$ cat src/sv/bma_pkg.sv
// Shared types, widths and register indexes for the block mosaic averager.
package bma_pkg;

    localparam int MAX_FRAME_WIDTH  = 2048;
    localparam int MAX_FRAME_HEIGHT = 2048;
    localparam int COL_W            = 11;
    localparam int CFG_W            = 12;
    localparam int SHIFT_W          = 4;
    localparam int AMT_W            = 5;
    localparam int CH_W             = 8;
    localparam int SUM_W            = 28;
    localparam int CHANNELS         = 3;
    localparam int ENTRY_W          = CHANNELS * SUM_W;
    localparam int QDEPTH           = 4;
    localparam int QPTR_W           = 2;
    localparam int CFG_IDX_W        = 2;

    localparam logic [SHIFT_W-1:0] MAX_BLOCK_SHIFT = 4'd10;

    localparam logic [CFG_IDX_W-1:0] REG_BLOCK_SHIFT  = 2'd0;
    localparam logic [CFG_IDX_W-1:0] REG_FRAME_WIDTH  = 2'd1;
    localparam logic [CFG_IDX_W-1:0] REG_FRAME_HEIGHT = 2'd2;

    typedef struct packed {
        logic [CH_W-1:0] red_in;
        logic [CH_W-1:0] green_in;
        logic [CH_W-1:0] blue_in;
        logic            start_of_frame;
    } pixel_t;

    typedef struct packed {
        logic [COL_W-1:0] block_row;
        logic [COL_W-1:0] block_col;
        logic [CH_W-1:0]  avg_red;
        logic [CH_W-1:0]  avg_green;
        logic [CH_W-1:0]  avg_blue;
        logic             frame_done;
    } result_t;

    // Effective (clamped) configuration
    typedef struct packed {
        logic [SHIFT_W-1:0] shift;
        logic [CFG_W-1:0]   width;
        logic [CFG_W-1:0]   height;
    } cfg_t;

    // Classified pixel handed from front to back
    typedef struct packed {
        logic [COL_W-1:0] blk_col;
        logic [COL_W-1:0] blk_row;
        logic             first;
        logic             emit;
        logic             frame_done;
        logic [CH_W-1:0]  red;
        logic [CH_W-1:0]  green;
        logic [CH_W-1:0]  blue;
    } work_t;

    typedef struct packed {
        logic  push;
        work_t item;
    } push_t;

    typedef struct packed {
        logic              valid;
        logic [QPTR_W:0]   level;
        work_t             item;
    } qhead_t;

endpackage

$ cat src/sv/bma_front.sv
// Front end: tracks pixel position and classifies each accepted pixel.
module bma_front
    import bma_pkg::*;
(
    input  logic   clk,
    input  logic   rst_n,
    input  cfg_t   cfg,
    input  logic   pix_valid,
    output logic   pix_ready,
    input  pixel_t pix,
    input  logic   q_full,
    output push_t  wr
);

    logic [COL_W-1:0] col_reg, col_next;
    logic [COL_W-1:0] row_reg, row_next;
    logic [COL_W-1:0] col_start, row_start, col_eff, row_eff, mask;
    logic [CFG_W-1:0] col_inc, row_inc, w_last, h_last;
    logic             accept, last_col, last_row, at_w_last, at_h_last;

    assign pix_ready = !q_full;
    assign accept    = pix_valid && pix_ready;

    always_comb
    begin
        col_start = pix.start_of_frame ? '0 : col_reg;
        row_start = pix.start_of_frame ? '0 : row_reg;
        // counters left outside a shrunken frame wrap to zero
        col_eff   = ({1'b0, col_start} >= cfg.width)  ? '0 : col_start;
        row_eff   = ({1'b0, row_start} >= cfg.height) ? '0 : row_start;
        mask      = (COL_W'(1) << cfg.shift) - COL_W'(1);
        w_last    = cfg.width - CFG_W'(1);
        h_last    = cfg.height - CFG_W'(1);
        at_w_last = ({1'b0, col_eff} == w_last);
        at_h_last = ({1'b0, row_eff} == h_last);
        last_col  = ((col_eff & mask) == mask) || at_w_last;
        last_row  = ((row_eff & mask) == mask) || at_h_last;

        wr.push            = accept;
        wr.item.blk_col    = col_eff >> cfg.shift;
        wr.item.blk_row    = row_eff >> cfg.shift;
        wr.item.first      = ((row_eff & mask) == '0) && ((col_eff & mask) == '0);
        wr.item.emit       = last_col && last_row;
        wr.item.frame_done = at_w_last && at_h_last;
        wr.item.red        = pix.red_in;
        wr.item.green      = pix.green_in;
        wr.item.blue       = pix.blue_in;

        col_inc  = {1'b0, col_eff} + CFG_W'(1);
        row_inc  = {1'b0, row_eff} + CFG_W'(1);
        col_next = col_reg;
        row_next = row_reg;
        if (accept)
        begin
            if (col_inc >= cfg.width)
            begin
                col_next = '0;
                row_next = (row_inc >= cfg.height) ? '0 : row_inc[COL_W-1:0];
            end
            else
            begin
                col_next = col_inc[COL_W-1:0];
                row_next = row_eff;
            end
        end
    end

    always_ff @(posedge clk or negedge rst_n)
    begin
        if (!rst_n)
        begin
            col_reg <= '0;
            row_reg <= '0;
        end
        else
        begin
            col_reg <= col_next;
            row_reg <= row_next;
        end
    end

endmodule

$ cat config.mk
export PLATFORM = sky130hd
export DESIGN_NAME = bma_front
export DESIGN_NICKNAME = d
export VERILOG_FILES = /design/src/sv/bma_pkg.sv /design/src/sv/bma_front.sv
export SDC_FILE = /design/constraint.sdc
export NUM_CORES = 1
export LEC_CHECK = 0
export BUFFER_PORTS_ARGS = -buffer_cell sky130_fd_sc_hd__buf_4
export CORE_MARGIN = 2
export CORE_UTILIZATION = 32
export CTS_BUF_LIST = sky130_fd_sc_hd__clkbuf_4 sky130_fd_sc_hd__clkbuf_8
export CTS_CLUSTER_DIAMETER = 100
export DETAILED_ROUTE_END_ITERATION = 8
export PLACE_DENSITY = 0.54
export SYNTH_ARGS = -nofsm -noshare
export SYNTH_HDL_FRONTEND = slang
export SYNTH_SLANG_ARGS = --single-unit
$ cat constraint.sdc
create_clock -name clk -period 4.46 [get_ports clk]
set_input_delay 0.446 -clock clk [delete_from_list [all_inputs] [get_ports clk]]
set_output_delay 0.446 -clock clk [all_outputs]
set_load 0.02 [all_outputs]
Word-level counts from Yosys, hierarchy flattened
Cells that the tools add are included.
Storage, ports and cells
  ROM bits: 0
  output and inout bits: 51
  bits in latches: 0
  bits in registers: 22
  memory bits (writable): 0
  memories kept: 0
Cells by class
  mux-type cells: 7
  shifts and indexed selects: 3
  bitwise operators: 2
  $lt $le $gt $ge: 4
  div/mod/pow operators: 0
  $add $sub $neg: 5
  $mul: 0
  reduce and logical (&&, ||, !) cells: 9
  equal/unequal tests: 4
Operator list (count)
  $mux 11: 7
  $add 11x1->12 const B: 2
  $eq 11x12->1: 2
  $ge 11x12->1: 2
  $ge 12x12->1: 2
  $sub 12x1->12 const B: 2
  $and 11x11->11: 2
  $eq 11x11->1: 2
  $logic_not 11->1: 2
  $shr 11x4->11: 2
  $shl 1x4->11 const A: 1
  $sub 11x2->11 const B: 1
  $logic_and 1x1->1: 4
  $logic_or 1x1->1: 2
  $logic_not 1->1: 1

Logic depth before layout (Yosys ltp)
Gate-level depths: netlist of run 1.
  depth after elaboration: 7
  gate-level depth with buffers: 28
  mapped depth without buffers: 24

Worst setup path before layout of run 1
Ideal clock, no wire load.
  path kind: input to register
  start: in pix[0] in the netlist's numbering
  end: reg col_reg[7]
  cell stages on the path: 28
  required time: 4.394 ns
  arrival: 4.896 ns
  path slack: -0.501 ns
  library setup time: 0.066 ns
  path through: clkbuf_1 > clkbuf_1 > nor2_1 > ha_1 > and4b_4 > o2bb2ai_1 > a31oi_4 > and3b_1 > buf_4 > nand2_1 > inv_2 > ha_1 > nand3_1 > nor2_1 > xnor2_1 > nor2_1 > ha_1 > and3_1 > a211oi_1 > o21ai_0 > a21oi_1 > o21ai_1 > a31o_2 > buf_2 > buf_1 > nor3_1 > o21ai_0 > nand2_1
On the way
  cells in the longest elaborated chain, start to end: 6
RTL lines
  start, declared: RTL line bma_front.sv:10  | input pixel_t pix,
  $mux 11 *: RTL line bma_front.sv:26  | col_start = pix.start_of_frame ? '0 : col_reg;
  $ge 11x12->1: RTL line bma_front.sv:29  | col_eff = ({1'b0, col_start} >= cfg.width) ? '0 : col_start;
  $mux 11 *: RTL line bma_front.sv:29
  $add 11x1->12 *: RTL line bma_front.sv:49  | col_inc = {1'b0, col_eff} + CFG_W'(1);
  $ge 12x12->1: RTL line bma_front.sv:55  | if (col_inc >= cfg.width)
  $mux 11 *: RTL line bma_front.sv:55
  end signal, assigned: RTL line bma_front.sv:77  | col_reg <= col_next;
  end, declared: RTL line bma_front.sv:15  | logic [COL_W-1:0] col_reg, col_next;
Every way passes the cells marked *; elsewhere a longest branch is shown, timed or not.
A chain may end at the register's enable or synchronous reset.

Worst setup path after layout of run 1
  start: reg col_reg[10]
  end: reg col_reg[6]
On the way
  cells in the longest elaborated chain, start to end: 6
RTL lines (RTL line)
  $mux 11 *: bma_front.sv:26
  $ge 11x12->1: bma_front.sv:29
  $mux 11 *: bma_front.sv:29
  $add 11x1->12 *: bma_front.sv:49
  $ge 12x12->1: bma_front.sv:55
  $mux 11 *: bma_front.sv:55
Marks and branches as above.

==> summary.txt, run 1 <==
sequential area share after synthesis: 11.1%
Max Clk Rate: 236 MHz
area delta synth->final: 20.7%
Core ar.: 15200 um2
top_reg_cell synth: dfrtp_1
critical path capture point type: flop
vias in the first global route: 5086
die height: 129 um
status: finished, final reports clean
io pins: 108
Synth cell types: 75
# hold bufs at CTS: 0
DR vias: 5379
post-layout util: 39.4%
ANT nets after route: 0
Arr. time, crit path: 4.38 ns
WP buf/inv: 2
EDFF count, synth: 0
initial antenna violation count: 0
final worst path period share: 95.0%
CTS root buf: clkbuf_8
Pwr Total: 0.831 mW
Ys Warns: 0
Max Root-Sink Buffers: 2
CP Class: reg -> reg
area of the die: 16500 um2
CP Capture Point: col_reg[6]$_DFFE_PN0P_
Crit-path slowest cell: dfrtp_1
CP max FO: 8
Worst Reg-to-Reg Cells: 22
synthesized area per cell: 7.00 um2
Avg Vias per Cell: 5.60
DRT Wirelength: 17200 um
post-DP HPWL: 13600 um
leakage: 2.69 nW
ant diodes: 0
Clk Latency, worst-skew pair: 0.27 ns
worst reg2reg path endpoint: col_reg[6]$_DFFE_PN0P_
CP required: 4.60 ns
min cycle time layout: 4.24 ns
routed len/inst: 17.9 um
cells along the critical path: nor2b_1 > ha_1 > and4b_4 > o2bb2ai_2 > a31oi_4 > and3b_1 > nand2_1 > inv_2 > ha_4 > nand3_2 > nor2_2 > xnor2_1 > nor2_1 > ha_1 > and3_1 > a211oi_2 > o21ai_1 > a21oi_1 > o21ai_2 > a31o_4 > buf_4 > o41ai_1
commonest non-fill, non-tap cell in the layout: buf_4
Final #Nets: 882
1st-iter DRT viols: 471
largest net degree at the start of global routing: 38
fraction of registers with async set/reset: 100%
Clock Skew: 0.00367 ns
Final Wtd Congestion: 0.910
most numerous cell on the critical path: ha_1
Hold Crit Class: in -> async
IR drop worst, VDD: 0.131 mV
Max Cap Viol: 0
Syn Std Cell Area: 4970 um2
I/O Buffers: 59
CTS Sinks: 22
total global routing track utilization: 20.0%
TritonCTS buffer count: 3
router iterations before antenna repair: 6
Row Count: 45
Congestion Overflow GR: 0
Cells after Synth: 710
H-tree Lvls: 1
Setup Viol. Count Final: 0
FF-to-FF setup slack: 0.22 ns
CP startpoint: col_reg[10]$_DFFE_PN0P_
WHS: 0.0533 ns
startpoint types: flop
Starting Density: 32.7%
number of slew-limit violations in the final report: 0
CTS clk-pin slew, worst paths: 0.09 ns
Slew @ Worst Pin: 0.874 ns
slowest stage delay, CP: 0.41 ns
share of cells above drive strength 1: 23.7%
Seq cells post-synth: 22
cell family with most CP delay: compound AO/OA/AOI/OAI gates
Die Wd: 129 um
post-synthesis net count: 818
critical path depth: 22
Crit Reg-Reg Startpoint: col_reg[10]$_DFFE_PN0P_
Fin. Hold Viols: 0
most frequent cells in the layout: buf_4 (130), nor2_1 (75), nand2_1 (57)
TritonCTS clock tree: yes
worst rel slew slack: 41.6%
first-pass GRT wire length: 26900 um
DRC: 0
Power Density: 139 nW/um2
==> through the flow <==
stage               std cells  setup WS (ns)  TNS (ns)  instance area (um2)
global route              961        -0.0105   -0.0136                 6000
finish                    961          0.222         0                 6000
floorplan                 710       -0.00321  -0.00321                 5030
global placement          953         0.0443         0                 5840
detailed placement        953         -0.113    -0.696                 5840
CTS                       957          0.103         0                 5910
==> timing repair <==
item | in CTS | in global routing
setup buffers | 0 | 3
gates resized for setup | 0 | 16
endpoints found under the setup margin | 0 | 20
==> area by class of cell <==
class / instances / area, um2
Fill cell: 1601 / 9210
Multi-Input combinational cell: 568 / 3960
Timing Repair Buffer: 132 / 1010
Sequential cell: 22 / 551
Tap cell: 188 / 235
Inverter: 47 / 176
Clock buffer: 3 / 41.3
Clock inverter: 1 / 30.0
==> cell usage after synthesis, drive strengths merged (3+ instances only) <==
| master | n | area share [%] |
|---|---|---|
| mux2i | 20 | 4.0 |
| nor2 | 79 | 6.1 |
| and3 | 10 | 1.3 |
| a21o | 8 | 1.2 |
| o21a | 4 | 0.60 |
| buf | 38 | 5.0 |
| a31oi | 13 | 1.9 |
| ha | 51 | 13 |
| o22ai | 12 | 1.5 |
| xnor2 | 36 | 6.3 |
| nand4 | 9 | 1.4 |
| nand2 | 59 | 4.5 |
| a211oi | 8 | 1.3 |
| xor2 | 10 | 1.8 |
| a22o | 8 | 1.4 |
| o221ai | 5 | 1.0 |
| a22oi | 5 | 0.76 |
| or3 | 5 | 0.83 |
| o21ai | 46 | 4.6 |
| nor3 | 22 | 2.4 |
| inv | 47 | 3.6 |
| mux2 | 4 | 0.91 |
| nor4 | 8 | 1.3 |
| dfrtp | 22 | 11 |
| nor2b | 21 | 2.6 |
| a21oi | 46 | 4.9 |
| clkbuf | 36 | 2.7 |
| o41ai | 3 | 0.68 |
| nand3 | 27 | 2.7 |
| nor4b | 3 | 0.53 |
| nand2b | 8 | 1.0 |
| o211ai | 3 | 0.73 |
==> metal layers <==
layer  track usage [%]  vias up  routed length (um)
li1                  -     2626                   -
met5                 0        -                   0
met3              2.49       29                 942
met1              27.2     2536                7830
met2              33.7      188                7970
met4              5.24        0                 420
==> report_power, final <==
group / switching [mW] / total [mW] / internal (mW) / leakage [nW]
combinational: 0.248 / 0.423 / 0.175 / 2.37
clock: 0.0721 / 0.192 / 0.120 / 0.0357
sequential: 0.00665 / 0.216 / 0.209 / 0.292
total: 0.327 / 0.831 / 0.504 / 2.69
==> worst min-delay path by stage <==
stage | to | from | slack, ns
final | row_reg[2]$_DFFE_PN0P_ | rst_n | 0.05
after global routing | row_reg[0]$_DFFE_PN0P_ | rst_n | 0.07
after CTS | row_reg[2]$_DFFE_PN0P_ | rst_n | 0.06
after detailed placement | row_reg[0]$_DFFE_PN0P_ | rst_n | 0.36
after global placement | row_reg[2]$_DFFE_PN0P_ | rst_n | 0.36
after floorplan | col_reg[0]$_DFFE_PN0P_ | rst_n | 0.15
==> cell families after synthesis <==
logic type                 count (synthesis)  synth area share, %
AOI/OAI and AO/OA                        181                 24.3
adders and majority gates                 51                 12.8
buffers and inverters                    121                 11.3
xor gates and xnor gates                  46                 8.11
DFF                                       22                 11.1
muxes                                     25                 5.39
and+or+nand+nor                          264                 27.0
==> worst register-to-register path: stages, from the launching register on <==
cell	delay, ns
dfrtp_1	0.41
nor2b_1	0.15
ha_1	0.29
and4b_4	0.24
o2bb2ai_2	0.14
a31oi_4	0.15
and3b_1	0.20
nand2_1	0.09
inv_2	0.09
ha_4	0.13
nand3_2	0.08
nor2_2	0.12
xnor2_1	0.16
nor2_1	0.07
ha_1	0.29
and3_1	0.17
a211oi_2	0.21
o21ai_1	0.09
a21oi_1	0.19
o21ai_2	0.12
a31o_4	0.28
buf_4	0.17
o41ai_1	0.28
Power figures use the tool's default switching activity.
==> run 2: changes to the inputs <==
Settings changed: RECOVER_POWER set to 100.
==> run 2 against run 1 <==
Via count hardly changed. Non-clock buffer count stayed put. Final area is 1.1% lower. Die area stayed put. Sequential power hardly changed. First-iteration DRC count is 8.9% higher. Maximum frequency is 1.1% lower. Total power is 0.78% lower. Critical path depth is 9 lower. Worst hold slack better by 0.37 ns. Count of clock-buffer cells in the layout stayed put. Largest power group unchanged. Highest routed layer unchanged.
==> summary.txt, run 2 (synthesis gave the netlist of run 1 again) <==
status: finished, final reports clean (unchanged)
Clk Latency, worst-skew pair: 0.27 ns (about the same)
Fin. Hold Viols: 0 (unchanged)
worst rel slew slack: 15.0% (was 41.6%)
min cycle time layout: 4.29 ns (was 4.24 ns)
TritonCTS buffer count: 3 (unchanged)
router iterations before antenna repair: 5 (was 6)
share of cells above drive strength 1: 21.5% (was 23.7%)
CTS root buf: clkbuf_8 (unchanged)
Starting Density: 32.7% (unchanged)
commonest non-fill, non-tap cell in the layout: buf_4 (unchanged)
largest net degree at the start of global routing: 38 (unchanged)
Row Count: 45 (unchanged)
Max Clk Rate: 233 MHz (was 236 MHz)
WP buf/inv: 3 (was 2)
IR drop worst, VDD: 0.130 mV (was 0.131 mV)
Avg Vias per Cell: 5.59 (was 5.60)
slowest stage delay, CP: 0.73 ns (was 0.41 ns)
startpoint types: flop (unchanged)
DRT Wirelength: 17200 um (about the same)
TritonCTS clock tree: yes (unchanged)
Core ar.: 15200 um2 (unchanged)
Congestion Overflow GR: 0 (unchanged)
Clock Skew: 0.00226 ns (was 0.00367 ns)
Setup Viol. Count Final: 0 (unchanged)
H-tree Lvls: 1 (unchanged)
DR vias: 5374 (was 5379)
CP max FO: 5 (was 8)
area delta synth->final: 19.4% (was 20.7%)
Arr. time, crit path: 3.84 ns (was 4.38 ns)
Power Density: 139 nW/um2 (about the same)
io pins: 108 (unchanged)
Crit-path slowest cell: o21ai_0 (was dfrtp_1)
CTS Sinks: 22 (unchanged)
ANT nets after route: 0 (unchanged)
post-DP HPWL: 13600 um (unchanged)
vias in the first global route: 5086 (unchanged)
area of placed instances: 5840 um2 (unchanged)
Max Cap Viol: 0 (unchanged)
# hold bufs at CTS: 0 (unchanged)
TNS Setup: 0 ns (unchanged)
Die Wd: 129 um (unchanged)
CP Class: reg -> out (was reg -> reg)
total global routing track utilization: 20.0% (unchanged)
die height: 129 um (unchanged)
Max Root-Sink Buffers: 2 (unchanged)
most numerous cell on the critical path: buf_4 (was ha_1)
number of slew-limit violations in the final report: 0 (unchanged)
I/O Buffers: 59 (unchanged)
Final Wtd Congestion: 0.910 (unchanged)
design area: 5930 um2 (was 6000 um2)
Hold Crit Class: in -> async (unchanged)
leakage: 2.63 nW (was 2.69 nW)
routed len/inst: 17.9 um (about the same)
most frequent cells in the layout: buf_4 (115), nor2_1 (75), nand2_1 (58) (was buf_4 (130), nor2_1 (75), nand2_1 (57))
Final #Nets: 882 (unchanged)
1st-iter DRT viols: 513 (was 471)
cell family with most CP delay: compound AO/OA/AOI/OAI gates (unchanged)
Slew @ Worst Pin: 1.28 ns (was 0.874 ns)
CP required: 4.01 ns (was 4.60 ns)
CTS clk-pin slew, worst paths: 0.09 ns (about the same)
first-pass GRT wire length: 26900 um (unchanged)
cells along the critical path: nor2b_1 > ha_1 > nand2_1 > nor3_2 > a21oi_4 > buf_4 > o21ai_0 > o22ai_1 > a2111oi_0 > o21ai_1 > nor4_1 > buf_4 > buf_4 (was nor2b_1 > ha_1 > and4b_4 > o2bb2ai_2 > a31oi_4 > and3b_1 > nand2_1 > inv_2 > ha_4 > nand3_2 > nor2_2 > xnor2_1 > nor2_1 > ha_1 > and3_1 > a211oi_2 > o21ai_1 > a21oi_1 > o21ai_2 > a31o_4 > buf_4 > o41ai_1)
initial antenna violation count: 0 (unchanged)
final worst path period share: 96.1% (was 95.0%)
critical path capture point type: primary output (was flop)
area of the die: 16500 um2 (unchanged)
DRC: 0 (unchanged)
ant diodes: 0 (unchanged)
[run 2: cell count changes in the layout (fill, tap and decap cells not counted)]
cell,change
nand2_2,-1
o21ai_0,+3
nand2_1,+1
buf_4,-15
clkbuf_1,+15
o2111ai_2,-1
o2111ai_1,+1
o21ai_1,-3
[run 2: final timing paths]
path	start	end	slack [ns]	depth (start not counted)
min	rst_n	row_reg[2]$_DFFE_PN0P_	0.43	1
max reg2reg	col_reg[10]$_DFFE_PN0P_	col_reg[6]$_DFFE_PN0P_	0.22	22
min in group clk	col_reg[0]$_DFFE_PN0P_	col_reg[0]$_DFFE_PN0P_	0.49	2
min reg2reg	col_reg[0]$_DFFE_PN0P_	col_reg[0]$_DFFE_PN0P_	0.49	2
max in group asynchronous	rst_n	col_reg[8]$_DFFE_PN0P_	3.28	1
max	row_reg[6]$_DFFE_PN0P_	wr[26]	0.17	13
[run 2: final cells by class]
cell class / instances / area [um2]
Clock buffer: 3 / 41.3
Clock inverter: 1 / 30.0
Fill cell: 1615 / 9270
Inverter: 47 / 176
Multi-Input combinational cell: 568 / 3950
Sequential cell: 22 / 551
Tap cell: 188 / 235
Timing Repair Buffer: 132 / 951
[run 2: repair_timing]
| item | CTS | global route |
|---|---|---|
| setup endpoints to repair | 0 | 20 |
| setup buffers | 0 | 3 |
| hold endpoints to repair | 0 | 0 |
| resized for setup | 0 | 16 |
[run 2: per-stage QoR]
stage / power, mW / util, % / cells / worst slack (ns) / hold slack (ns)
finish: 0.824 / 39.0 / 961 / 0.174 / 0.428
global route: 0.880 / 39.0 / 961 / -0.00732 / 0.538
CTS: 0.826 / 38.9 / 957 / 0.103 / 0.0609
detailed placement: 0.632 / 38.4 / 953 / -0.113 / 0.360
global placement: 0.626 / 38.4 / 953 / 0.0443 / 0.358
floorplan: 0.507 / - / 710 / -0.00321 / 0.150
[run 2: where the power goes]
group / leakage [nW] / switching [mW] / internal (mW)
clock network: 0.0357 / 0.0717 / 0.120
logic: 2.31 / 0.247 / 0.170
registers: 0.292 / 0.00668 / 0.209
[run 2: metal layers]
metal / GRT usage (%) / up-vias / wire length, um
met5: 0 / - / 0
met4: 5.24 / 0 / 470
met3: 2.49 / 34 / 970
met2: 33.7 / 184 / 7890
met1: 27.2 / 2531 / 7840
li1: - / 2625 / -
[run 2: worst register-to-register path, delay by kind of cell (launching register included)]
kind	cells	cell delay, ns
AND/OR/NAND/NOR	8	1.12
XOR/XNOR	1	0.16
flip-flops	1	0.41
buffers and inverters	2	0.26
AO/OA/AOI/OAI	8	1.46
adder cells (fa/ha/maj)	3	0.71
