### config.mk
export PLATFORM = sky130hd
export DESIGN_NAME = bma_queue
export DESIGN_NICKNAME = d
export VERILOG_FILES = /design/src/sv/bma_pkg.sv /design/src/sv/bma_queue.sv
export SDC_FILE = /design/constraint.sdc
export NUM_CORES = 1
export LEC_CHECK = 0
export BUFFER_PORTS_ARGS = -buffer_cell sky130_fd_sc_hd__buf_2
export CAP_MARGIN = 5
export CORE_ASPECT_RATIO = 1.2
export CORE_MARGIN = 1
export CORE_UTILIZATION = 51
export CTS_CLUSTER_DIAMETER = 80
export DETAILED_ROUTE_END_ITERATION = 16
export PLACE_DENSITY_LB_ADDON = 0.15
export SYNTH_ARGS = -nofsm -noshare
export SYNTH_HDL_FRONTEND = slang
export SYNTH_SLANG_ARGS = --single-unit
### constraint.sdc
create_clock -name clk -period 2.17 [get_ports clk]
set_input_delay 0.3255 -clock clk [delete_from_list [all_inputs] [get_ports clk]]
set_output_delay 0.3255 -clock clk [all_outputs]
set_load 0.005 [all_outputs]
### src/sv/bma_pkg.sv
// Shared types, widths and register indexes for the block mosaic averager.
package bma_pkg;

    localparam int MAX_FRAME_WIDTH  = 2048;
    localparam int MAX_FRAME_HEIGHT = 2048;
    localparam int COL_W            = 11;
    localparam int CFG_W            = 12;
    localparam int SHIFT_W          = 4;
    localparam int AMT_W            = 5;
    localparam int CH_W             = 8;
    localparam int SUM_W            = 28;
    localparam int CHANNELS         = 3;
    localparam int ENTRY_W          = CHANNELS * SUM_W;
    localparam int QDEPTH           = 4;
    localparam int QPTR_W           = 2;
    localparam int CFG_IDX_W        = 2;

    localparam logic [SHIFT_W-1:0] MAX_BLOCK_SHIFT = 4'd10;

    localparam logic [CFG_IDX_W-1:0] REG_BLOCK_SHIFT  = 2'd0;
    localparam logic [CFG_IDX_W-1:0] REG_FRAME_WIDTH  = 2'd1;
    localparam logic [CFG_IDX_W-1:0] REG_FRAME_HEIGHT = 2'd2;

    typedef struct packed {
        logic [CH_W-1:0] red_in;
        logic [CH_W-1:0] green_in;
        logic [CH_W-1:0] blue_in;
        logic            start_of_frame;
    } pixel_t;

    typedef struct packed {
        logic [COL_W-1:0] block_row;
        logic [COL_W-1:0] block_col;
        logic [CH_W-1:0]  avg_red;
        logic [CH_W-1:0]  avg_green;
        logic [CH_W-1:0]  avg_blue;
        logic             frame_done;
    } result_t;

    // Effective (clamped) configuration
    typedef struct packed {
        logic [SHIFT_W-1:0] shift;
        logic [CFG_W-1:0]   width;
        logic [CFG_W-1:0]   height;
    } cfg_t;

    // Classified pixel handed from front to back
    typedef struct packed {
        logic [COL_W-1:0] blk_col;
        logic [COL_W-1:0] blk_row;
        logic             first;
        logic             emit;
        logic             frame_done;
        logic [CH_W-1:0]  red;
        logic [CH_W-1:0]  green;
        logic [CH_W-1:0]  blue;
    } work_t;

    typedef struct packed {
        logic  push;
        work_t item;
    } push_t;

    typedef struct packed {
        logic              valid;
        logic [QPTR_W:0]   level;
        work_t             item;
    } qhead_t;

endpackage

### src/sv/bma_queue.sv
// Short FIFO of classified pixels between front and back.
module bma_queue
    import bma_pkg::*;
(
    input  logic   clk,
    input  logic   rst_n,
    input  push_t  wr,
    output logic   full,
    input  logic   pop,
    output qhead_t head
);

    work_t             entries_reg [QDEPTH];
    logic [QPTR_W-1:0] wr_ptr_reg, wr_ptr_next;
    logic [QPTR_W-1:0] rd_ptr_reg, rd_ptr_next;
    logic [QPTR_W:0]   level_reg, level_next;

    assign full       = (level_reg == (QPTR_W+1)'(QDEPTH));
    assign head.valid = (level_reg != '0);
    assign head.level = level_reg;
    assign head.item  = entries_reg[rd_ptr_reg];

    always_comb
    begin
        wr_ptr_next = wr.push ? wr_ptr_reg + QPTR_W'(1) : wr_ptr_reg;
        rd_ptr_next = pop     ? rd_ptr_reg + QPTR_W'(1) : rd_ptr_reg;
        level_next  = level_reg;
        if (wr.push && !pop)
            level_next = level_reg + (QPTR_W+1)'(1);
        else if (pop && !wr.push)
            level_next = level_reg - (QPTR_W+1)'(1);
    end

    always_ff @(posedge clk)
    begin
        if (wr.push)
            entries_reg[wr_ptr_reg] <= wr.item;
    end

    always_ff @(posedge clk or negedge rst_n)
    begin
        if (!rst_n)
        begin
            wr_ptr_reg <= '0;
            rd_ptr_reg <= '0;
            level_reg  <= '0;
        end
        else
        begin
            wr_ptr_reg <= wr_ptr_next;
            rd_ptr_reg <= rd_ptr_next;
            level_reg  <= level_next;
        end
    end

endmodule

**Word level (Yosys, flattened, before mapping)**

Memory sizes are Yosys's and may differ from the RTL's.
Cells that the tools add are included.

- Reductions and logical operators: 6
- Bitwise logic cells: 0
- Shifts and indexed selects: 0
- Multiplexer cells: 4
- $mul: 0
- $add $sub $neg: 4
- Eq/ne operators: 1
- Divide/modulo/power cells: 0
- Magnitude comparators: 0

Operators with widths:

| kind | number |
|---|---|
| $mux 3 | 2 |
| $add 2x1->2 const B | 2 |
| $add 3x1->3 const B | 1 |
| $eq 3x3->1 const B | 1 |
| $reduce_bool 3->1 | 1 |
| $sub 3x1->3 const B | 1 |
| $logic_and 1x1->1 | 2 |
| $logic_not 1->1 | 2 |
| $mux 1 | 2 |
| $reduce_bool 2->1 | 1 |

- ROM bits: 0
- Memories kept: 1
- Flip-flop bits (word level): 7
- Bits in latches: 0
- Output and inout bits: 54
- Memory bits (writable): 196
- Logic and storage cells: 19
- Input port bits: 53

Memories:

| memory | words | bits a word | rd ports | clocked after Yosys merged registers in | write ports | line | source |
|---|---|---|---|---|---|---|---|
| entries_reg | 4 | 49 | 1 | 0 | 1 | bma_queue.sv:13 | `work_t entries_reg [QDEPTH];` |

**Logic depth before layout (Yosys ltp)**

Gate-level depths: netlist of the first run.

- Depth in word-level cells: 4
- Gate-level depth with buffers: 7

**Least setup slack after synthesis of the first run**

OpenSTA, ideal clock, no wires.

- Kind: register -> register
- Start: reg wr_ptr_reg[0]
- End: mem entries_reg[2][0] (netlist bit), enable pin
- Data arrival time: 1.785 ns
- Period minus slack after synthesis: 2.197 ns
- Path slack: -0.027 ns
- Buffers on the path: 0
- Stages on the path, launching flop included: 4
- Cell sequence: dfrtp_1 -> inv_1 -> ha_1 -> and2_1

RTL lines:

| item | line | source |
|---|---|---|
| start, declared | bma_queue.sv:14 | `logic [QPTR_W-1:0] wr_ptr_reg, wr_ptr_next;` |
| start signal, assigned | bma_queue.sv:50 | `wr_ptr_reg <= wr_ptr_next;` |
| end, declared | bma_queue.sv:13 |  |

No word-level cell before the write port.

==> impl_metrics.csv, run 1 <==
group,metric,value,unit
finish,final_cell_mix,"edfxtp_1, buf_2, mux4_2",
sta,rsz0062_at_grt,"yes",
floorplan,initial_core_util,52.20,%
floorplan,num_rows,48,
grt,track_usage,17.18,%
placed_design,place_congestion,0.6909,
synthesis,netlist_area,7525,µm²
pwr,powerDensity,1338,nW/µm²
synthesis,synthesis.nets,350,
sta,drv_slew,0,
finish,final_common_cell,"edfxtp_1",
cts,clk_pin_slew_worst_paths,0.06,ns
grt,grt_first_pass_wirelength,19.26,mm
sta,hold_violations,0,
flow_run,drv_cap,0,
status,status,"complete, but fails checks",
cts,clock-sinks,203,
route,num_vias,3383,
worst_setup_path,cp-end-kind,"output port",
worst_setup_path,cp_slowest_cell,"mux4_2",
worst_setup_path,worstSetupPathType,"flip-flop to output port",
pwr,power_frac_comb,28.1,%
synthesis,ys_seq_area_share,80.55,%
placed_design,portBuffers,106,
synthesis,avgSynthCellArea,25.86,µm²
finish,antenna_cells,0,
sta,period_share,101.7,%
synthesis,synth.distinct_cells,20,
cts,cts_tree,"yes",
placed_design,placed_cell_area,8329,µm²
pwr,switching_share,25.99,%
cts,htree_levels,1,
grt,antenna_found_initial,1,
finish,fin_area,9015,µm²
pwr,peakVddDrop,0.8375,mV
finish,multi_input_area,1310,µm²
sta,max_slew_margin,71.01,%
pwr,p_int,8929,µW
sta,max_freq,453.3,MHz
cts,numCtsBuffers,20,
sta,skew,0.006856,ns
worst_setup_path,rr_worst_depth,3,
synthesis,ys.warnings.count,0,
cts,clock_path_buffers,3,
synthesis,syn_inst,291,
pwr,switchingPower,3136,µW
floorplan,ioPinCount,107,
pwr,power_frac_clock,27.5,%
route,wire_per_inst,20.65,µm
finish,seqCellArea,6066,µm²
worst_setup_path,crit_buf_inv,2,
sta,period_needed,2.206,ns
worst_setup_path,startpoint_type,"flip-flop",
pwr,pwr-share-seq,44.5,%
worst_hold_path,hp-class,"input pin to flip-flop",
grt,grt_max_degree,27,
grt,overflow,0,
sta,worst_pin_slew,0.4349,ns
sta,finalWorstSetupSlack,-0.03612,ns
floorplan,core-area,14410,µm²
worst_setup_path,crit_family,"multiplexers",
worst_setup_path,arrival,1.88,ns
route,ant_nets,0,
finish,largest_register_ffs,196,
finish,nets,487,
placed_design,place_inst,578,
route,via_per_inst,5.501,
cts,clk_latency,0.48,ns
worst_setup_path,crit_chain,"buf_12 > mux4_2 > buf_2",
finish,stdcell_count,615,
route,routed_wl,12.70,mm
placed_design,dp_hpwl,7.917,mm
cts,cts_root_buf,"clkbuf_16",
grt,grt_pass1_vias,3546,
finish,fill_cells,1005,
route,drt_first_pass_iters,4,
synthesis,synth.ff_latch_count,203,
floorplan,die_x,112.9,µm
finish,syn2layout_area_growth,19.80,%
worst_hold_path,min_path_cells,1,
pwr,total_leakage_power,0.003165,µW
sta,setup_violations,9,
status,violations,"negative setup slack",
worst_setup_path,critPathRequiredTime,1.84,ns
finish,drive_gt1_share,47.27,%
worst_setup_path,path_max_fanout,12,
floorplan,die_area,15250,µm²
route,drtIter0Drc,191,
worst_setup_path,crit_cells,3,
floorplan,chipHeight,135.1,µm
worst_setup_path,cpPeakStageDelay,0.54,ns
route,drc,0,
[cell type report]
cell class | count | share of cell area, %
multi-input cells | 72 | 14.53
clock inverters | 7 | 0.9160
repair buffers | 127 | 8.591
clock buffers | 27 | 6.079
inverters | 4 | 0.1666
well taps | 175 | 2.429
flip-flops and latches | 203 | 67.29
[synth_stat cells]
cell	number	area, µm²
edfxtp_1	196	5886
mux4_2	48	1081
dfrtp_1	7	175.2
buf_12	5	100.1
buf_2	5	25.02
ha_1	5	62.56
and2_1	4	25.02
inv_1	4	15.01
xor2_1	4	35.03
nand2_1	2	7.510
xnor2_1	2	17.52
buf_6	1	11.26
clkbuf_1	1	3.750
fa_1	1	20.02
mux2_2	1	11.26
mux4_1	1	26.28
nor2_1	1	3.750
nor3b_1	1	7.510
o21ai_0	1	5.000
or3_1	1	6.260
[final timing paths]
check                                               start                           end  slack, ns
worst max register to register  wr_ptr_reg[0]$_DFFE_PN0P_   entries_reg[3][6]$_DFFE_PP_       0.60
worst min register to register   level_reg[2]$_DFFE_PN0P_      level_reg[2]$_DFFE_PN0P_       0.52
worst min-delay path                               wr[27]  entries_reg[1][27]$_DFFE_PP_       0.05
worst max-delay path            rd_ptr_reg[0]$_DFFE_PN0P_                      head[35]      -0.04
min in group asynchronous                           rst_n      level_reg[2]$_DFFE_PN0P_       0.20
max in group asynchronous                           rst_n     rd_ptr_reg[0]$_DFFE_PN0P_       1.80
[logic make-up (layout without fill, tap and decap cells)]
family / Yosys count / count (layout) / share of synthesized area (%)
flops: 203 / 203 / 80.55
xor+xnor: 6 / 6 / 0.6984
fa+ha+maj: 6 / 6 / 1.097
buf+inv: 16 / 165 / 2.062
simple gates: 9 / 9 / 0.6651
mux: 50 / 50 / 14.87
compound gates: 1 / 1 / 0.06645
[through the flow]
stage	hold slack, ns	setup TNS [ns]	setup WS (ns)	total power [µW]	util [%]
2_1_floorplan	0.02991	0	0.05766	7550	-
3_3_place_gp	0.1753	0	0.3125	8759	57.79
3_5_place_dp	0.1684	0	0.2802	8819	57.79
4_1_cts	0.03622	-1.112	-0.07390	12210	62.39
5_1_grt	0.03637	-2.926	-0.1082	12660	62.54
6_report	0.05486	-0.08771	-0.03612	12060	62.54
[worst reg2reg max path: cells and delay by family (launching register included)]
kind	cells	cell delay, ns
flops	1	0.42
simple gates	1	0.41
buf+inv	1	0.26
fa+ha+maj	1	0.16
[layer usage]
layer / vias up / routed length (µm) / GRT usage [%] / share of wire [%]
li1: 1499 / - / - / -
met1: 1768 / 5186 / 21.59 / 41
met2: 92 / 6527 / 29.42 / 51
met3: 22 / 685 / 3.995 / 5.4
met4: 2 / 289 / 6.360 / 2.3
met5: - / 13 / 0 / 0.10
[power by group through the flow]
stage	registers, µW	logic (µW)	clock network, µW
after global routing	5430	3680	3550
final	5370	3390	3310
after CTS	5370	3440	3390
after global placement	5430	3330	0
after floorplan	5360	2190	0
after detailed placement	5470	3350	0
[what timing repair did]
| action | 4_1_cts | 5_1_grt |
|---|---|---|
| endpoints found under the setup margin | 44 | 49 |
| setup buffers | 2 | 0 |
| hold endpoints to repair | 7 | 0 |
| resized for setup | 4 | 4 |
| hold buffers | 1 | 0 |
| pin swaps | 0 | 0 |
Power figures use the tool's default switching activity.
==> run 2, diff against run 1 <==
- ABC_AREA: not set -> 1
- CORE_UTILIZATION: 51 -> 52
- TNS_END_PERCENT: not set -> 1
==> impl_metrics.csv, run 2 <==
group,metric,value,unit
worst_hold_path,min_path_cells,1,
route,drt_first_pass_iters,4,
synthesis,synth_edf_count,196,
grt,grt_max_degree,50,
cts,cts_tree,"yes",
floorplan,die_area,16970,µm²
grt,grt_first_pass_wirelength,25.66,mm
worst_hold_path,min_from,"wr[25]",
grt,track_usage,19.62,%
route,wl_met1,6.722,mm
pwr,power,14140,µW
placed_design,place_congestion,0.7091,
synthesis,synthSimpleGateAreaFrac,7.593,%
sta,worst_pin_slew,0.4679,ns
finish,largest_register_ffs,196,
grt,antenna_found_initial,2,
placed_design,dp_hpwl,9.778,mm
worst_setup_path,cpPeakStageDelay,0.57,ns
synthesis,synth_top_family_by_area,"compound AO/OA/AOI/OAI gates",
floorplan,num_rows,51,
worst_setup_path,crit_cells,4,
cts,cts_root_buf,"clkbuf_16",
grt,overflow,0,
placed_design,placed_cell_area,9353,µm²
pwr,total_leakage_power,0.004183,µW
finish,fill_cells,1238,
worst_hold_path,hp-class,"input pin to flip-flop",
flow_run,drv_cap,0,
worst_setup_path,rr_endpoint,"entries_reg[1][33]$_DFFE_PP_",
worst_setup_path,worstSetupPathType,"flip-flop to output port",
cts,htree_levels,1,
synthesis,syn_inst,621,
sta,drv_slew,0,
pwr,powerDensity,1393,nW/µm²
finish,nets,797,
route,wire_per_inst,16.64,µm
synthesis,synth.distinct_cells,22,
worst_setup_path,cp-end-kind,"output port",
finish,fin_area,10150,µm²
worst_setup_path,r2r_start,"wr_ptr_reg[1]$_DFFE_PN0P_",
grt,grt_pass1_vias,4971,
route,route.met3.wl,686,µm
finish,final_cell_mix,"edfxtp_1, nand2_1, buf_2",
sta,max_slew_margin,68.76,%
synthesis,netlist_area,8552,µm²
route,via_per_inst,5.072,
cts,clock_path_buffers,3,
floorplan,initial_core_util,52.97,%
route,top_layer,"met5",
synthesis,synth.ff_latch_count,203,
synthesis,async_flop_share,3.448,%
synthesis,synth_compound_area_share,12.06,%
cts,numCtsBuffers,20,
worst_setup_path,cp_slowest_cell,"dfrtp_4",
sta,max_freq,480.3,MHz
synthesis,ys_seq_area_share,70.87,%
floorplan,core-area,16140,µm²
finish,final_util,62.88,%
sta,skew,0.007909,ns
synthesis,avgSynthCellArea,13.77,µm²
route,num_vias,4894,
finish,syn2layout_area_growth,18.71,%
synthesis,synth_most_common_cell,"edfxtp_1",
synthesis,synth_mux_area_share,0,%
sta,period_share,95.95,%
synthesis,synthXorXnorAreaFrac,0.4097,%
synthesis,synthTopCellsByArea,"edfxtp_1, o211ai_2, nand2_1",
worst_setup_path,critPathRequiredTime,1.84,ns
worst_setup_path,path_max_fanout,48,
worst_setup_path,rr_worst_depth,5,
cts,clk_latency,0.49,ns
sta,holdWs,0.04888,ns
worst_setup_path,arrival,1.76,ns
synthesis,synth_fa_ha_area_share,0.9656,%
sta,hold_violations,0,
worst_setup_path,startpoint_type,"flip-flop",
placed_design,portBuffers,106,
worst_setup_path,crit_family,"flip-flops",
sta,setup_violations,0,
pwr,peakVddDrop,0.9120,mV
worst_setup_path,crit_buf_inv,2,
route,drc,0,
synthesis,ys.warnings.count,0,
route,routed_wl,16.06,mm
synthesis,synth_common_cells,"edfxtp_1, nand2_1, inv_1",
floorplan,ioPinCount,107,
synthesis,synth_top_area_cell,"edfxtp_1",
cts,clock-sinks,203,
worst_hold_path,hold_end,"entries_reg[0][25]$_DFFE_PP_",
route,drtIter0Drc,266,
finish,drive_gt1_share,30.85,%
worst_setup_path,crit_chain,"buf_16 > o211ai_1 > nand2_1 > buf_2",
floorplan,die_x,119.1,µm
cts,clk_pin_slew_worst_paths,0.06,ns
worst_setup_path,r2r_setup_slack,0.51,ns
route,dr_wl_met2,8.343,mm
floorplan,chipHeight,142.5,µm
route,ant_nets,0,
synthesis,ys.flop_type,"edfxtp_1",
sta,period_needed,2.082,ns
synthesis,synthesis.nets,680,
finish,final_common_cell,"edfxtp_1",
synthesis,yosysTopAreaCellShare,68.82,%
status,status,"completed",
## run 2: power by group
group / leakage (µW) / switching, µW / internal, µW
Combinational: 0.00194 / 2880 / 1940
Sequential: 0.00188 / 291 / 5140
Clock: 0.000363 / 1360 / 2520
Total: 0.00418 / 4540 / 9600
## run 2: cells by family after synthesis
family,count (synthesis)
compound gates,99
xor+xnor,4
fa+ha+maj,6
buf+inv,144
flops,203
simple gates,165
## run 2: per-stage QoR
stage / worst slack, ns / TNS (ns) / cells
2_1_floorplan: 0.1412 / 0 / 621
3_3_place_gp: 0.4258 / 0 / 924
3_5_place_dp: 0.3951 / 0 / 924
4_1_cts: 0.008219 / 0 / 962
5_1_grt: -0.0004171 / -0.0004171 / 964
6_report: 0.08793 / 0 / 965
## run 2: worst max-delay path by stage
stage | startpoint | end
3_5_place_dp | rd_ptr_reg[0]$_DFFE_PN0P_ | head[2]
3_3_place_gp | rd_ptr_reg[0]$_DFFE_PN0P_ | head[2]
2_1_floorplan | wr_ptr_reg[0]$_DFFE_PN0P_ | entries_reg[2][0]$_DFFE_PP_
4_1_cts | rd_ptr_reg[0]$_DFFE_PN0P_ | head[2]
5_1_grt | rd_ptr_reg[0]$_DFFE_PN0P_ | head[24]
6_report | rd_ptr_reg[0]$_DFFE_PN0P_ | head[2]
## run 2: cell type report
| cell class | count | area [µm²] | share of cell area, % |
|---|---|---|---|
| antenna | 1 | 2.502 | 0.02465 |
| timing repair buffer | 129 | 854.6 | 8.418 |
| clock buffer | 28 | 561.8 | 5.534 |
| inverter | 110 | 415.4 | 4.092 |
| tap | 212 | 265.3 | 2.613 |
| multi-input combinational | 274 | 1798 | 17.71 |
| clock inverter | 8 | 188.9 | 1.861 |
| sequential | 203 | 6066 | 59.75 |
## run 2: repair_timing
item	4_1_cts	5_1_grt
endpoints found under the hold margin	7	0
gates resized for setup	2	0
setup endpoints to repair	49	35
setup buffers	1	2
hold buffers	1	0
gates cloned	0	0
## run 2: metal layers
layer / GRT usage [%] / vias to the layer above
met5: 0 / -
met4: 6.063 / 2
met3: 3.245 / 26
met2: 35.47 / 106
met1: 23.99 / 2378
li1: - / 2382
==> run 3, diff against run 2 <==
- CORE_UTILIZATION: 52 -> 45
- PLACE_DENSITY_LB_ADDON: 0.15 -> 0.1
- clock period: 2.17 -> 2.3 ns (I/O delays scaled with it)
==> impl_metrics.csv, run 3 (same netlist as run 2, synthesis figures left out) <==
group,metric,value,unit
floorplan,core-area,18380,µm²
worst_setup_path,worstSetupPathType,"flip-flop to output port",
worst_setup_path,crit_buf_inv,2,
floorplan,initial_core_util,46.53,%
floorplan,die_area,19560,µm²
floorplan,num_rows,54,
cts,cts_root_buf,"clkbuf_16",
worst_setup_path,critPathRequiredTime,1.96,ns
worst_setup_path,cpMostUsedCell,"nand2_1",
worst_setup_path,rr_worst_depth,5,
route,drt_first_pass_iters,4,
worst_setup_path,crit_cells,5,
sta,worst_pin_slew,0.4634,ns
cts,numCtsBuffers,21,
sta,skew,0.01929,ns
worst_setup_path,r2r_setup_slack,0.81,ns
route,num_vias,4858,
cts,cts_tree,"yes",
grt,grt_max_degree,81,
worst_setup_path,cp_slowest_cell,"dfrtp_4",
finish,largest_register_ffs,196,
cts,htree_levels,1,
finish,nets,788,
pwr,switching_share,33.05,%
flow_run,drv_cap,0,
worst_setup_path,rr_endpoint,"entries_reg[1][14]$_DFFE_PP_",
finish,syn2layout_area_growth,17.47,%
worst_setup_path,cp-end-kind,"output port",
pwr,pwr-share-seq,39.1,%
cts,cts.repair.resized,0,
pwr,powerDensity,1297,nW/µm²
route,ant_nets,0,
sta,max_freq,472.1,MHz
worst_setup_path,crit_family,"flip-flops",
sta,drv_slew,0,
cts,clock-sinks,203,
worst_setup_path,endpoint,"head[30]",
route,drtIter0Drc,275,
pwr,power,13030,µW
worst_hold_path,hp-class,"input pin to flip-flop",
floorplan,die_x,127.8,µm
cts,clock_path_buffers,3,
cts,clk_pin_slew_worst_paths,0.06,ns
sta,period_needed,2.118,ns
finish,fill_cells,1602,
worst_setup_path,cp-startpoint,"rd_ptr_reg[0]$_DFFE_PN0P_",
worst_setup_path,r2r_start,"wr_ptr_reg[1]$_DFFE_PN0P_",
sta,setup_violations,0,
grt,antenna_found_initial,2,
pwr,power_frac_comb,33.0,%
pwr,power_frac_clock,27.9,%
pwr,p_int,8724,µW
cts,clk_latency,0.49,ns
route,via_per_inst,4.873,
placed_design,place_congestion,0.7141,
finish,final_common_cell,"edfxtp_1",
placed_design,dp_slack,0.6683,ns
worst_setup_path,cpPeakStageDelay,0.47,ns
finish,multi_input_area,1798,µm²
sta,finalSetupTns,0,ns
route,drc,0,
status,status,"completed",
sta,finalWorstSetupSlack,0.1816,ns
route,wire_per_inst,16.51,µm
sta,max_slew_margin,69.11,%
pwr,peakVddDrop,0.5982,mV
grt,grt_pass1_vias,4883,
finish,final_cell_mix,"edfxtp_1, nand2_1, buf_2",
floorplan,ioPinCount,107,
finish,drive_gt1_share,30.65,%
pwr,switchingPower,4307,µW
worst_setup_path,path_max_fanout,80,
grt,overflow,0,
placed_design,dp_hpwl,9.503,mm
grt,grt_first_pass_wirelength,26.16,mm
worst_setup_path,startpoint_type,"flip-flop",
sta,rsz0062_at_grt,"no",
sta,hold_violations,0,
finish,seqCellArea,6066,µm²
route,routed_wl,16.46,mm
floorplan,chipHeight,153.0,µm
worst_setup_path,arrival,1.77,ns
grt,track_usage,17.36,%
worst_setup_path,crit_chain,"buf_12 > nand2_1 > o211ai_2 > nand2_1 > buf_2",
pwr,total_leakage_power,0.004099,µW
sta,period_share,92.10,%
placed_design,portBuffers,106,
==> run 3: changes by cell type in the layout (fill, tap and decap cells not counted), sizes merged <==
cell      delta
clkinv       +4
clkbuf       -6
buf         -10
inv          +1
clkinvlp     +4
bufinv       -1
==> run 3: final cells by class <==
class	instances	share of cell area [%]
timing repair buffer	119	7.025
clock buffer	22	5.268
antenna	1	0.02491
tap	252	3.139
clock inverter	16	2.155
inverter	110	4.110
multi-input combinational	274	17.90
sequential	203	60.38
==> run 3: metal layers <==
| metal | share of wire [%] | up-vias | track usage, % | wire, µm |
|---|---|---|---|---|
| met2 | 50 | 111 | 30.12 | 8168 |
| met3 | 5.4 | 26 | 3.080 | 888 |
| met1 | 43 | 2352 | 22.44 | 7094 |
| met5 | 0.085 | - | 0 | 14 |
| li1 | - | 2367 | - | - |
| met4 | 1.8 | 2 | 4.426 | 296 |
==> run 3: timing repair <==
action                                  CTS  global route
endpoints found under the setup margin    0             0
hold buffers                              1             0
setup buffers                             0             0
endpoints found under the hold margin     7             0
==> run 3: worst register-to-register path, cell delays in order, from the launching register on <==
cell and delay (ns):
dfrtp_1 0.40, inv_1 0.11, ha_1 0.15, nand2_1 0.06, inv_2 0.06, buf_4 0.35
==> run 3: worst min path at each step <==
stage	from	to	cells past startpoint
floorplan	rst_n	level_reg[0]$_DFFE_PN0P_	0
global placement	rst_n	level_reg[0]$_DFFE_PN0P_	1
detailed placement	rst_n	level_reg[0]$_DFFE_PN0P_	1
CTS	wr[41]	entries_reg[1][41]$_DFFE_PP_	1
global route	wr[35]	entries_reg[3][35]$_DFFE_PP_	1
finish	pop	rd_ptr_reg[0]$_DFFE_PN0P_	2
==> run 3: power groups by stage <==
| stage | Sequential [µW] | Combinational (µW) | Clock, µW |
|---|---|---|---|
| after floorplan | 5120 | 3060 | 0 |
| after global placement | 5150 | 4330 | 0 |
| after detailed placement | 5180 | 4420 | 0 |
| after CTS | 5110 | 4430 | 3730 |
| after global routing | 5160 | 4820 | 3850 |
| final | 5100 | 4300 | 3640 |
==> run 3: through the flow <==
stage | area [µm²] | utilization [%] | hold slack (ns) | std cells
after floorplan | 8552 | - | 0.04941 | 621
after global placement | 9288 | 50.54 | 0.2011 | 957
after detailed placement | 9288 | 50.54 | 0.2078 | 957
after CTS | 10040 | 54.65 | 0.04193 | 996
after global routing | 10050 | 54.66 | 0.05092 | 997
final | 10050 | 54.66 | 0.06154 | 997
